<file path="config.mk">
export PLATFORM = sky130hd
export DESIGN_NAME = hpe_step
export DESIGN_NICKNAME = d
export VERILOG_FILES = /design/src/design/hpe_pkg.sv /design/src/design/hpe_step.sv
export SDC_FILE = /design/constraint.sdc
export NUM_CORES = 2
export LEC_CHECK = 0
export BUFFER_PORTS_ARGS = -buffer_cell sky130_fd_sc_hd__buf_2
export CAP_MARGIN = 20
export CELL_PAD_IN_SITES_DETAIL_PLACEMENT = 0
export CELL_PAD_IN_SITES_GLOBAL_PLACEMENT = 1
export CORE_ASPECT_RATIO = 0.9
export CORE_MARGIN = 4
export CORE_UTILIZATION = 50
export DETAILED_ROUTE_END_ITERATION = 6
export GPL_ROUTABILITY_DRIVEN = 0
export MAX_ROUTING_LAYER = met4
export PLACE_DENSITY = 0.84
export SYNTH_ARGS = -nofsm -noshare
export SYNTH_HDL_FRONTEND = slang
export SYNTH_SLANG_ARGS = --single-unit
</file>
<file path="constraint.sdc">
create_clock -name aclk -period 14.25 [get_ports aclk]
set_clock_uncertainty 0.2 [all_clocks]
set_input_delay 1.425 -clock aclk [delete_from_list [all_inputs] [get_ports aclk]]
set_output_delay 1.425 -clock aclk [all_outputs]
set_load 0.01 [all_outputs]
</file>
<file path="src/design/hpe_pkg.sv">
// Shared types, constants and register indexes for the Horner polynomial evaluator.
`default_nettype none

package hpe_pkg;

    // Word format
    localparam int WORD_W        = 32;
    localparam int DEG_W         = 3;
    localparam int NUM_COEFFS    = 7;
    localparam int CFG_IDX_W     = 4;

    // Defaults for the top-level parameters
    localparam int MAX_DEGREE_DEF = 6;
    localparam int FRAC_BITS_DEF  = 16;

    // Configuration register indexes
    localparam logic [CFG_IDX_W-1:0] REG_DEGREE  = 4'd0;
    localparam logic [CFG_IDX_W-1:0] REG_COEFF_0 = 4'd1;
    localparam logic [CFG_IDX_W-1:0] REG_COEFF_6 = 4'd7;

    typedef logic signed [WORD_W-1:0] word_t;
    typedef logic [NUM_COEFFS-1:0][WORD_W-1:0] coeff_arr_t;

    // Configuration seen by the datapath
    typedef struct packed {
        logic [DEG_W-1:0] degree;
        coeff_arr_t       coeffs;
    } cfg_t;

    // One word in flight between Horner steps
    typedef struct packed {
        logic signed [WORD_W-1:0] x;
        logic signed [WORD_W-1:0] acc;
        logic [DEG_W-1:0]         degree;
        logic                     ovf;
    } stage_t;

endpackage

`default_nettype wire

</file>
<file path="src/design/hpe_step.sv">
// One Horner step: a multiply stage, then a shift, add and saturate stage.
`default_nettype none

module hpe_step #(
    parameter int STEP_K    = 0,
    parameter int FRAC_BITS = hpe_pkg::FRAC_BITS_DEF
) (
    input  wire logic                        aclk,
    input  wire logic                        aresetn,
    input  wire logic                        in_valid,
    output logic                             in_ready,
    input  wire hpe_pkg::stage_t             in_data,
    input  wire logic [hpe_pkg::WORD_W-1:0]  coeff,
    output logic                             out_valid,
    input  wire logic                        out_ready,
    output hpe_pkg::stage_t                  out_data
);

    localparam int W  = hpe_pkg::WORD_W;
    localparam int PW = 2 * W;

    logic                   a_valid_reg;
    hpe_pkg::stage_t        a_data_reg;
    logic signed [PW-1:0]   a_prod_reg;
    logic signed [PW-1:0]   a_prod_next;
    logic                   b_valid_reg;
    hpe_pkg::stage_t        b_data_reg;
    hpe_pkg::stage_t        b_data_next;
    logic                   b_ready;
    logic                   active;
    logic signed [PW:0]     sum;
    logic                   sat_hi;
    logic                   sat_lo;

    // Per-stage flow control
    assign b_ready  = !b_valid_reg || out_ready;
    assign in_ready = !a_valid_reg || b_ready;

    // Full product of accumulator and x (32 x 32 signed)
    assign a_prod_next = $signed(in_data.acc) * $signed(in_data.x);

    // This step only applies below the degree
    assign active = (hpe_pkg::DEG_W'(STEP_K) < a_data_reg.degree);

    // Floor shift, add coefficient, clamp to a word
    always_comb begin
        sum    = (PW+1)'(a_prod_reg >>> FRAC_BITS) + (PW+1)'($signed(coeff));
        sat_hi = !sum[PW] && (|sum[PW-1:W-1]);
        sat_lo = sum[PW] && !(&sum[PW-1:W-1]);
        b_data_next = a_data_reg;
        if (active) begin
            if (sat_hi) begin
                b_data_next.acc = {1'b0, {(W-1){1'b1}}};
            end else if (sat_lo) begin
                b_data_next.acc = {1'b1, {(W-1){1'b0}}};
            end else begin
                b_data_next.acc = sum[W-1:0];
            end
            b_data_next.ovf = a_data_reg.ovf | sat_hi | sat_lo;
        end
    end

    // Valid bits
    always_ff @(posedge aclk) begin
        if (!aresetn) begin
            a_valid_reg <= 1'b0;
            b_valid_reg <= 1'b0;
        end else begin
            if (in_ready) begin
                a_valid_reg <= in_valid;
            end
            if (b_ready) begin
                b_valid_reg <= a_valid_reg;
            end
        end
    end

    // Payload
    always_ff @(posedge aclk) begin
        if (in_ready && in_valid) begin
            a_data_reg <= in_data;
            a_prod_reg <= a_prod_next;
        end
        if (b_ready && a_valid_reg) begin
            b_data_reg <= b_data_next;
        end
    end

    assign out_valid = b_valid_reg;
    assign out_data  = b_data_reg;

endmodule

`default_nettype wire

</file>
==> out/metrics.cfg <==
[status]
outcome = finished, final reports clean

[yosys]
synth_area_leaders = fa_1 48%, edfxtp_1 12%, inv_1 8.0%
syn_inst = 4521
synth_largest_area_cell = fa_1
synth_seq_cells = 186
synth_area_mm2 = 0.04477
synth_nets = 5935
synthArstFlopShare_pct = 0
ys.flop_type = edfxtp_1
synthAdderAreaFrac_pct = 54.75
synthMuxAreaShare_pct = 0.09223
synth_top_family_by_area = adder cells
synth_edf_count = 184
synth_top_area_share_pct = 48.38
yosysSeqAreaShare_pct = 12.43
yosys.area_share.simple_pct = 15.97
syn_avg_cell_area_um2 = 9.903
synth_compound_area_share_pct = 4.829
synth_xor_area_share_pct = 1.800
yosysUniqueCellTypes = 80
synth_warnings = 0

[cts]
clk_latency_ps = 490
cts-root-buf = clkbuf_16
cts_buffers = 17
cts-htree-levels = 4
cts_sinks = 186
cts_max_path_buffers = 2
cts_tree = yes
clk_pin_slew_ps = 70
postCtsHoldBufs = 0
post_cts_resized = 0
post_cts_buffers = 0

[routing]
wl_per_cell_um = 21.52
ant_nets = 0
routed_wl_mm = 122.3
drc_errors = 0
via_per_inst = 5.525
num_vias = 31390
drt_iter0_markers = 2395
firstDrtPassIters = 5

[timing]
whs_ps = 219.7
rsz0062_at_grt = no
tightest_slew_ps = 1086
period_share_pct = 69.02
slew_headroom_pct = 27.18
final_max_slew_viol_count = 0
max_freq_mhz = 101.7
finalSetupTns_ps = 0
hold_viol_final = 0
setup_violations = 0
period_minus_slack_ps = 9836

[global_routing]
grt_first_pass_wirelength_mm = 197.5
track_usage_pct = 27.97
grt_antenna_before_repair = 8
grt-ovfl-total = 0
grt_max_degree = 69
grt_pass1_vias = 34390

[finish]
drive_gt1_share_pct = 6.018
area_growth_pct = 4.955
final_cell_mix = 1082 x fa_1, 958 x inv_1, 567 x nand2_1, 527 x and2_1, 228 x ha_1
fillCellCount = 7833
mostFrequentLayoutCell = fa_1
regArea_mm2 = 0.005565
fin_nets = 5921
multiInputGateArea_mm2 = 0.03469

[min_path]
hp-class = reg2reg

[critical_path]
crit_slowest_cell = fa_1
path_delay_family = adder cells
cp-start-kind = input pin
crit_top_cell = fa_1
critical_path_required_ps = 14280
critPathKind = in2reg
crit_fanout = 33
worstPathArrival_ps = 9860
cp_num_buf_inv = 9
critical-path-max-stage-delay_ps = 870
critPathCaptureType = flop

[placed_design]
dp_hpwl_mm = 95.64
portBuffers = 173

[floorplan]
fp.dieW_um = 323.4
num_io_pins = 174
die_area_mm2 = 0.09440
start_util_pct = 50.72
core_region_area_mm2 = 0.08828
rows = 103
chipHeight_um = 291.9

[job]
drv_cap = 0

## final timing paths
kind | startpoint | to | slack (ps) | cells past startpoint
max | in_data[35] | a_prod_reg[63]$_DFFE_PP_ | 4410 | 27
min | a_data_reg[67]$_DFFE_PP_ | out_data[67]$_DFFE_PP_ | 220 | 0
max reg2reg | a_prod_reg[16]$_DFFE_PP_ | out_data[8]$_DFFE_PP_ | 9250 | 14
min reg2reg | a_data_reg[67]$_DFFE_PP_ | out_data[67]$_DFFE_PP_ | 220 | 0
## cell type report
cell class	count	share of cell area [%]
Multi-Input combinational cell	3145	73.83
Sequential cell	186	11.84
Inverter	959	7.661
Tap cell	1155	3.075
Timing Repair Buffer	198	2.242
Clock buffer	18	0.9346
Clock inverter	14	0.3808
Antenna cell	7	0.03728
## logic make-up (layout without fill, tap and decap cells)
logic type	count (synthesis)	count (layout)
and+or+nand+nor	1407	1407
adders and majority gates	1310	1310
buffers and inverters	1190	1189
AOI/OAI and AO/OA	332	332
DFF	186	186
xor gates and xnor gates	92	92
muxes	4	4
other	0	7
## per-stage QoR
stage	instance area [µm²]	std cells	util, %	worst slack (ps)
after global routing	46990	5682	53.23	3876
after floorplan	44770	4521	-	5027
after global placement	46350	5643	52.51	4116
after detailed placement	46350	5643	52.51	3910
final	46990	5682	53.23	4414
after CTS	46970	5675	53.21	4437
## synth_stat cells (all sizes together), types with 25 or more instances
master / count
a21oi: 99
and2: 529
fa: 1082
edfxtp: 184
inv: 958
nand3: 74
xor2: 27
a21o: 43
nand2: 567
xnor2: 65
clkbuf: 206
nor2: 109
o21ai: 65
ha: 228
buf: 25
## layer usage
metal,vias up,GRT usage (%),part of all wire [%]
met4,0,7.861,3.3
met2,1261,44.22,47
met1,16390,37.74,42
met3,217,4.567,7.2
met5,-,-,0
li1,13520,-,-
## worst register-to-register path, cell delays in order (launching register included)
cell,delay [ps]
edfxtp_1,380
ha_1,230
fa_1,440
a211oi_1,240
nor2_1,140
o21a_1,230
a221o_1,440
or4_1,500
nand3_1,120
nand4_1,100
or3_4,400
o31ai_4,480
nand2b_1,260
buf_4,380
nand3_1,160
Power is not shown: default switching activity piles up to over one toggle a cycle in this logic, so the estimate is an artifact.
