--- config.mk ---
export PLATFORM = sky130hd
export DESIGN_NAME = hpe_cfg
export DESIGN_NICKNAME = d
export VERILOG_FILES = /design/src/design/hpe_pkg.sv /design/src/design/hpe_cfg.sv
export SDC_FILE = /design/constraint.sdc
export NUM_CORES = 1
export LEC_CHECK = 0
export BUFFER_PORTS_ARGS = -buffer_cell sky130_fd_sc_hd__buf_4
export CELL_PAD_IN_SITES_DETAIL_PLACEMENT = 0
export CELL_PAD_IN_SITES_GLOBAL_PLACEMENT = 1
export CORE_UTILIZATION = 41
export DETAILED_ROUTE_END_ITERATION = 16
export GPL_TIMING_DRIVEN = 1
export PLACE_DENSITY = 0.89
export SKIP_CTS_REPAIR_TIMING = 1
export SYNTH_ARGS = -nofsm -noshare
export SYNTH_HDL_FRONTEND = slang
export SYNTH_SLANG_ARGS = --single-unit
--- constraint.sdc ---
create_clock -name aclk -period 2.5 [get_ports aclk]
set_input_delay 0.125 -clock aclk [delete_from_list [all_inputs] [get_ports aclk]]
set_output_delay 0.125 -clock aclk [all_outputs]
set_load 0.05 [all_outputs]
--- src/design/hpe_pkg.sv ---
// Shared types, constants and register indexes for the Horner polynomial evaluator.
`default_nettype none

package hpe_pkg;

    // Word format
    localparam int WORD_W        = 32;
    localparam int DEG_W         = 3;
    localparam int NUM_COEFFS    = 7;
    localparam int CFG_IDX_W     = 4;

    // Defaults for the top-level parameters
    localparam int MAX_DEGREE_DEF = 6;
    localparam int FRAC_BITS_DEF  = 16;

    // Configuration register indexes
    localparam logic [CFG_IDX_W-1:0] REG_DEGREE  = 4'd0;
    localparam logic [CFG_IDX_W-1:0] REG_COEFF_0 = 4'd1;
    localparam logic [CFG_IDX_W-1:0] REG_COEFF_6 = 4'd7;

    typedef logic signed [WORD_W-1:0] word_t;
    typedef logic [NUM_COEFFS-1:0][WORD_W-1:0] coeff_arr_t;

    // Configuration seen by the datapath
    typedef struct packed {
        logic [DEG_W-1:0] degree;
        coeff_arr_t       coeffs;
    } cfg_t;

    // One word in flight between Horner steps
    typedef struct packed {
        logic signed [WORD_W-1:0] x;
        logic signed [WORD_W-1:0] acc;
        logic [DEG_W-1:0]         degree;
        logic                     ovf;
    } stage_t;

endpackage

`default_nettype wire

--- src/design/hpe_cfg.sv ---
// Configuration register file: degree and the seven coefficients.
`default_nettype none

module hpe_cfg (
    input  wire logic                            aclk,
    input  wire logic                            aresetn,
    input  wire logic                            cfg_valid,
    output logic                                 cfg_ready,
    input  wire logic [hpe_pkg::CFG_IDX_W-1:0]   cfg_index,
    input  wire logic [hpe_pkg::WORD_W-1:0]      cfg_data,
    output hpe_pkg::cfg_t                        cfg
);

    logic [hpe_pkg::DEG_W-1:0] degree_reg;
    hpe_pkg::coeff_arr_t       coeffs_reg;
    logic                      coeff_hit;
    logic [hpe_pkg::DEG_W-1:0] coeff_sel;

    // Writes are always taken
    assign cfg_ready = 1'b1;

    // Decode the coefficient slot
    assign coeff_hit = (cfg_index >= hpe_pkg::REG_COEFF_0) &&
                       (cfg_index <= hpe_pkg::REG_COEFF_6);
    assign coeff_sel = hpe_pkg::DEG_W'(cfg_index - hpe_pkg::REG_COEFF_0);

    // Register writes; indexes beyond the list are dropped
    always_ff @(posedge aclk) begin
        if (!aresetn) begin
            degree_reg <= '0;
            coeffs_reg <= '0;
        end else if (cfg_valid) begin
            if (cfg_index == hpe_pkg::REG_DEGREE) begin
                degree_reg <= cfg_data[hpe_pkg::DEG_W-1:0];
            end else if (coeff_hit) begin
                coeffs_reg[coeff_sel] <= cfg_data;
            end
        end
    end

    assign cfg.degree = degree_reg;
    assign cfg.coeffs = coeffs_reg;

endmodule

`default_nettype wire

==> impl_metrics.ini, run 1 <==
[routing]
wl_per_cell_um = 17.61
first_pass_iters = 4
drc = 0
initialDrtViolationCount = 201
via_per_inst = 4.788
num_vias = 6378
antenna_left = 0
drt-total-wl_um = 23450

[timing]
drv_slew = 0
setup_viol = 0
finClkSkew_ns = 0
tightest_slew_ns = 0.5648
hold_viol_final = 0
rsz0062_at_grt = false
finalWorstSetupSlack_ns = 0.9826
setup_tns_ns = 0
max_freq_mhz = 659.0
slew_headroom_pct = 62.35
finalCritPeriodShare_pct = 60.70
fin_crit_ns = 1.517

[placed_design]
port_buffers = 265
place_congestion = 0.7274
post-dp-hpwl_um = 16130
pre_cts_ws_ns = 0.5204

[critical_path]
worst_setup_path_end_kind = flip-flop
timing.rr.start = cfg[170]
required_ns = 2.93
worstPathMaxFanout = 12
startpoint = cfg_index[0]
critPathKind = in -> reg
reg2regPathDepth = 2
arrival_ns = 1.94
worst-r2r-setup-slack_ns = 1.84
startpoint_type = primary input
endpoint = cfg[17]
reg2reg_to = cfg[170]

[global_routing]
grt_util_all_layers_pct = 22.16
grt_pass1_wl_um = 34970
grt-ovfl-total = 0
grt_pass1_vias = 6050
grt_max_degree = 64
antenna_found_initial = 2

[clock_network]
ctsRootBufferMaster = clkbuf_16
clock_latency_ns = 0.50
cts_made_buffers = 24
tritoncts = done
clock-sinks = 227
htreeDepth = 1
cts.reportedPaths.clkPinSlew_ns = 0.06
clockBufferDepth = 3

[hold_path]
min_path_cells = 3
hp-class = in -> reg

[logic_synthesis]
synth_fp_nets = 823
synth_seq_cells = 227
synth.distinct_cells = 19
yosysWarningCount = 0
postSynthCellCount = 783
synth_area_um2 = 8172
seq_area_frac_synth_pct = 55.61
avgSynthCellArea_um2 = 10.44

[die]
die_w_um = 143.2
start_util_pct = 41.85
rows = 51
die_h_um = 143.2
die_area_um2 = 20500
io_pins = 267
fp.coreArea_um2 = 19530

[power_and_ir_drop]
ir_worst_vdd_uv = 501.2
leakage_nw = 5.788
comb_power_share_pct = 7.7
p_per_area_nw_per_um2 = 710.3
switchingPower_mw = 1.876
switching_share_pct = 23.28
p_int_mw = 6.183
finalPower_mw = 8.059
p_clk_share_pct = 46.4
sequentialPowerShare_pct = 45.9

[finish]
nets = 1087
final_cell_mix = 285 x buf_4, 256 x nand2_1, 227 x mux2i_1, 227 x dfxtp_1, 25 x clkbuf_16
syn2layout_area_growth_pct = 38.85
final_common_cell = buf_4
n_fill_cell = 1745
largest_register_ff_count = 224
drive_gt1_share_pct = 31.27

[job]
drv_cap = 0

[outcome]
status = finished, final reports clean
-- cells by family after synthesis --
family                     synth area share (%)
DFF                                       55.61
and+or+nand+nor                           13.00
muxes                                     27.81
adders and majority gates                0.1531
other                                   0.04589
buffers and inverters                     3.277
xor gates and xnor gates                 0.1072
-- power groups by stage --
stage / clock network (mW) / logic (mW) / registers (mW)
2_1_floorplan: 0 / 0.213 / 3.95
3_3_place_gp: 0 / 0.619 / 3.78
3_5_place_dp: 0 / 0.621 / 3.78
4_1_cts: 3.81 / 0.624 / 3.70
5_1_grt: 3.96 / 0.659 / 3.70
6_report: 3.74 / 0.625 / 3.70
-- critical path: stages --
cell and delay (ns):
buf_4 0.11, inv_1 0.08, ha_1 0.24, xnor2_1 0.31, and4_2 0.61, buf_4 0.26
mux2i_1 0.20
-- area by class of cell --
cell class / count / area (µm²) / area share (%)
clock buffers: 37 / 730.7 / 6.440
inverters: 2 / 7.507 / 0.06617
clock inverters: 7 / 113.9 / 1.004
diodes: 2 / 5.005 / 0.04411
multi-input cells: 500 / 3372 / 29.72
well taps: 265 / 331.6 / 2.922
flip-flops and latches: 227 / 4544 / 40.05
repair buffers: 292 / 2241 / 19.75
-- cells in the mapped netlist --
library cell	number	area (µm²)
nor2b_1	4	25.02
nand4_1	1	6.260
nand3_1	2	10.01
dfxtp_1	227	4544
xnor2_1	1	8.760
inv_1	2	7.510
clkbuf_1	28	105.1
conb_1	1	3.750
and3_1	1	6.260
nand4b_1	1	8.760
mux2i_1	227	2272
nor2_1	1	3.750
buf_4	10	75.07
and4_1	1	8.760
nand2_1	256	960.9
ha_1	1	12.51
nand3b_1	1	7.510
and4bb_2	2	25.02
buf_2	16	80.08
-- stage by stage --
step / hold WS [ns] / utilization, % / cells / cell area, µm²
final: 0.04468 / 58.11 / 1332 / 11350
after global routing: 0.06232 / 58.08 / 1330 / 11340
after CTS: -0.1301 / 57.93 / 1327 / 11310
after detailed placement: 0.4044 / 53.60 / 1283 / 10470
after global placement: 0.3991 / 53.60 / 1283 / 10470
after floorplan: 0.2945 / - / 783 / 8172
-- routing by layer --
metal  track usage, %  part of all wire [%]
met1            27.41                    44
met2            36.92                    46
met3            7.344                   8.8
met4            5.490                   1.8
met5                0                     0
-- worst min-delay path by stage --
stage / startpoint / end
CTS: cfg_data[0] / degree_reg[0]
finish: cfg_data[24] / cfg[120]
global placement: cfg_data[2] / degree_reg[2]
detailed placement: cfg_data[0] / degree_reg[0]
global route: cfg_data[5] / cfg[101]
floorplan: cfg_data[0] / degree_reg[0]
Note: power is estimated with default switching activity, not from simulation.
==> inputs of run 2 (changes only) <==
--- a/config.mk
+++ b/config.mk
@@ -8,10 +8,10 @@
 export BUFFER_PORTS_ARGS = -buffer_cell sky130_fd_sc_hd__buf_4
 export CELL_PAD_IN_SITES_DETAIL_PLACEMENT = 0
 export CELL_PAD_IN_SITES_GLOBAL_PLACEMENT = 1
-export CORE_UTILIZATION = 41
+export CORE_UTILIZATION = 38
 export DETAILED_ROUTE_END_ITERATION = 16
 export GPL_TIMING_DRIVEN = 1
-export PLACE_DENSITY = 0.89
+export PLACE_DENSITY = 0.83
 export SKIP_CTS_REPAIR_TIMING = 1
 export SYNTH_ARGS = -nofsm -noshare
 export SYNTH_HDL_FRONTEND = slang
==> constraint.sdc (replaced) <==
create_clock -name aclk -period 1.4 [get_ports aclk]
set_input_delay 0.07 -clock aclk [delete_from_list [all_inputs] [get_ports aclk]]
set_output_delay 0.07 -clock aclk [all_outputs]
set_load 0.05 [all_outputs]
==> run 2 against run 1 <==
Against the previous run:
- core utilization down 3.1 points
- cell count rose by 1.8%
- register-to-register slack worse by 1.6 ns
- die area rose by 7.8%
==> impl_metrics.ini, run 2 (same netlist as run 1, synthesis figures left out) <==
[timing]
fin_crit_ns = 1.205
finalCritPeriodShare_pct = 86.10
hold_ws_ns = 0.002942
finClkSkew_ns = 0
drv_slew = 0
max_freq_mhz = 829.6
hold_viol_final = 0
rsz0062_at_grt = false
setup_viol = 0

[critical_path]
required_ns = 1.79
worstPathMaxFanout = 3
startpoint_type = primary input
critPathKind = in -> reg
worst_setup_path_end_kind = flip-flop
arrival_ns = 1.59

[power_and_ir_drop]
leakage_nw = 5.897
ir_worst_vdd_uv = 830.3
finalPower_mw = 13.90
p_per_area_nw_per_um2 = 1202

[die]
die_area_um2 = 22100
rows = 53
fp.coreArea_um2 = 21020
die_h_um = 148.6
io_pins = 267
start_util_pct = 38.87
die_w_um = 148.6

[clock_network]
ctsRootBufferMaster = clkbuf_16
clock_latency_ns = 0.50
clock-sinks = 227
tritoncts = done
cts_made_buffers = 24
clockBufferDepth = 3
cts.reportedPaths.clkPinSlew_ns = 0.06
htreeDepth = 1

[job]
drv_cap = 0

[finish]
nets = 1107
final_cell_mix = 291 x buf_4, 256 x nand2_1, 227 x mux2i_1, 227 x dfxtp_1, 25 x clkbuf_16
drive_gt1_share_pct = 32.10
stdcell_area_um2 = 11560
final_common_cell = buf_4
n_fill_cell = 1922
fin_util_pct = 55.00
syn2layout_area_growth_pct = 41.49
largest_register_ff_count = 224
antennaDiodeCount = 0

[routing]
antenna_left = 0
wl_per_cell_um = 17.41
drt-total-wl_um = 23600
initialDrtViolationCount = 176
num_vias = 6460
first_pass_iters = 4
via_per_inst = 4.764
drc = 0

[global_routing]
antenna_found_initial = 0
grt_pass1_vias = 6426
grt_max_degree = 33
grt-ovfl-total = 0
grt_pass1_wl_um = 36340
grt_util_all_layers_pct = 20.97

[placed_design]
place_area_um2 = 10740
port_buffers = 265
place_congestion = 0.7881
post-dp-hpwl_um = 16750

[hold_path]
hp-class = in -> reg

[outcome]
status = finished, final reports clean
[run 2: layout make-up]
| type | instances | area [µm²] | area share [%] |
|---|---|---|---|
| flip-flops and latches | 227 | 4544 | 39.30 |
| multi-input cells | 500 | 3372 | 29.16 |
| repair buffers | 312 | 2536 | 21.93 |
| clock buffers | 34 | 699.4 | 6.049 |
| well taps | 275 | 344.1 | 2.976 |
| clock inverters | 6 | 58.81 | 0.5086 |
| inverters | 2 | 7.507 | 0.06493 |
[run 2: critical path, stage by stage]
cell           delay, ns
buf_4               0.12
inv_1               0.07
ha_1                0.20
and4bb_2            0.33
mux2i_1             0.19
nor2b_1             0.06
dlygate4sd3_1       0.56
[run 2: stage by stage]
stage / setup WS (ns) / cells / setup TNS [ns]
final: 0.1945 / 1356 / 0
after global routing: 0.09958 / 1356 / 0
after CTS: 0.1823 / 1350 / 0
after detailed placement: -0.1570 / 1310 / -19.70
after global placement: -0.1138 / 1310 / -14.30
after floorplan: 0.04102 / 783 / 0
[run 2: worst paths after layout]
path	from	end	slack, ns	cells after the start
max	cfg_index[0]	degree_reg[0]	0.19	7
min	cfg_data[21]	cfg[117]	0.003	3
max reg2reg	degree_reg[0]	degree_reg[0]	0.24	3
min reg2reg	cfg[7]	cfg[7]	0.46	2
[run 2: per-layer routing]
metal / wire (µm) / vias to the layer above / track usage, %
met3: 1771 / 28 / 5.706
met2: 10850 / 200 / 34.70
met1: 10660 / 3080 / 27.23
met5: 0 / - / 0
met4: 324 / 0 / 4.330
li1: - / 3152 / -
[run 2: power breakdown]
group          leakage [nW]  switching (mW)  total (mW)  internal (mW)
Sequential             1.83          0.0534        6.61           6.55
Clock                 0.377            2.49        6.13           3.64
Combinational          3.69           0.774        1.17          0.396
==> inputs of run 3 (changes only) <==
--- a/config.mk
+++ b/config.mk
@@ -8,10 +8,11 @@
 export BUFFER_PORTS_ARGS = -buffer_cell sky130_fd_sc_hd__buf_4
 export CELL_PAD_IN_SITES_DETAIL_PLACEMENT = 0
 export CELL_PAD_IN_SITES_GLOBAL_PLACEMENT = 1
-export CORE_UTILIZATION = 38
+export CORE_UTILIZATION = 39
+export CTS_BUF_LIST = sky130_fd_sc_hd__clkbuf_8
 export DETAILED_ROUTE_END_ITERATION = 16
 export GPL_TIMING_DRIVEN = 1
-export PLACE_DENSITY = 0.83
+export PLACE_DENSITY = 0.85
 export SKIP_CTS_REPAIR_TIMING = 1
 export SYNTH_ARGS = -nofsm -noshare
 export SYNTH_HDL_FRONTEND = slang
==> run 3 against run 2 <==
Against the previous run:
- the run now ends with negative hold slack left
- first-iteration DRC count is 18% lower
- hold slack got worse by 0.0062 ns
- flip-flop and latch count unchanged
==> impl_metrics.ini, run 3 (same netlist as run 1, synthesis figures left out) <==
[outcome]
status = complete, but fails checks
violations = negative hold slack

[critical_path]
path_buf_inv = 1
critPathKind = reg -> out
arrival_ns = 1.13
worstPathMaxFanout = 2
required_ns = 1.33
cpPeakStageDelay_ns = 0.38
startpoint_type = flip-flop
crit_chain = buf_4
slowest_stage = dfxtp_1
crit_family = flip-flops
worst_setup_path_end_kind = output pin

[routing]
drc = 0
via_per_inst = 4.723
initialDrtViolationCount = 145
first_pass_iters = 4
wl_per_cell_um = 17.16
drt-total-wl_um = 23630
num_vias = 6503
antenna_left = 0

[timing]
hold_ws_ns = -0.003251
rsz0062_at_grt = false
hold_viol_final = 2
setup_tns_ns = 0
finClkSkew_ns = 0
max_freq_mhz = 836.0
fin_crit_ns = 1.196
finalCritPeriodShare_pct = 85.44
drv_slew = 0
setup_viol = 0

[power_and_ir_drop]
switchingPower_mw = 3.405
leakage_nw = 5.967
p_int_mw = 10.13
switching_share_pct = 25.16
comb_power_share_pct = 8.7
p_clk_share_pct = 42.4
ir_worst_vdd_uv = 694.8
sequentialPowerShare_pct = 48.8
p_per_area_nw_per_um2 = 1170

[clock_network]
clockBufferDepth = 3
clock_latency_ns = 0.52
ctsRootBufferMaster = clkbuf_8
cts.reportedPaths.clkPinSlew_ns = 0.06
cts_made_buffers = 38
tritoncts = done
htreeDepth = 2
clock-sinks = 227

[global_routing]
antenna_found_initial = 0
grt_max_degree = 50
grt-ovfl-total = 0
grt_pass1_wl_um = 36550
grt_pass1_vias = 6453
grt_util_all_layers_pct = 21.68

[die]
die_area_um2 = 21540
die_w_um = 146.8
fp.coreArea_um2 = 20360
io_pins = 267
die_h_um = 146.8
start_util_pct = 40.13
rows = 52

[finish]
final_common_cell = buf_4
syn2layout_area_growth_pct = 41.59
largest_register_ff_count = 224
n_fill_cell = 1876
stdcell_area_um2 = 11570
final_cell_mix = 289 x buf_4, 256 x nand2_1, 227 x mux2i_1, 227 x dfxtp_1, 50 x clkbuf_8
nets = 1122
drive_gt1_share_pct = 32.79
antennaDiodeCount = 0
regArea_um2 = 4544
multi_input_area_um2 = 3372

[placed_design]
place_area_um2 = 10740
place_congestion = 0.7815
post-dp-hpwl_um = 16310
port_buffers = 265

[job]
drv_cap = 0

[hold_path]
hp-class = in -> reg
-- run 3: cell types whose count changed in the layout (fill, tap and decap cells not counted), moves of 2 or more --
cell,delta
clkbuf_1,-5
clkinv_2,-2
buf_4,-2
clkbuf_16,-25
clkbuf_8,+46
inv_1,+13
dlygate4sd3_1,+2
-- run 3: metrics by stage --
stage | setup WS (ns) | power (mW) | instances | utilization [%]
2_1_floorplan | 0.04102 | 7.442 | 783 | -
3_3_place_gp | -0.1006 | 7.912 | 1304 | 52.75
4_1_cts | 0.1728 | 13.68 | 1369 | 56.42
5_1_grt | 0.1619 | 14.05 | 1377 | 56.81
6_report | 0.2038 | 13.53 | 1377 | 56.81
3_5_place_dp | -0.1796 | 7.917 | 1304 | 52.75
-- run 3: power by group through the flow --
stage	clock, mW	combinational [mW]	sequential (mW)
floorplan	0	0.380	7.06
global placement	0	1.17	6.74
detailed placement	0	1.17	6.75
CTS	5.90	1.17	6.61
global route	6.18	1.25	6.61
finish	5.74	1.18	6.61
-- run 3: worst paths after layout --
check / from / end / slack, ns / cells past startpoint
setup reg to reg: degree_reg[0] / degree_reg[0] / 0.26 / 3
setup / recovery: cfg[0] / cfg[0] / 0.20 / 1
hold / removal: cfg_data[18] / cfg[114] / -0.003 / 3
hold reg to reg: cfg[158] / cfg[158] / 0.46 / 2
-- run 3: cell type report --
type,instances,share of cell area [%]
Clock buffer,50,5.948
Clock inverter,15,0.5083
Inverter,2,0.06489
Multi-Input combinational cell,500,29.14
Sequential cell,227,39.28
Tap cell,270,2.920
Timing Repair Buffer,313,22.14
-- run 3: metal layers --
metal	global-route usage (%)	vias to the layer above	wire, µm
li1	-	3193	-
met1	26.87	3067	10320
met2	35.85	209	11160
met3	7.112	34	1791
met4	6.198	0	359
met5	0	-	0
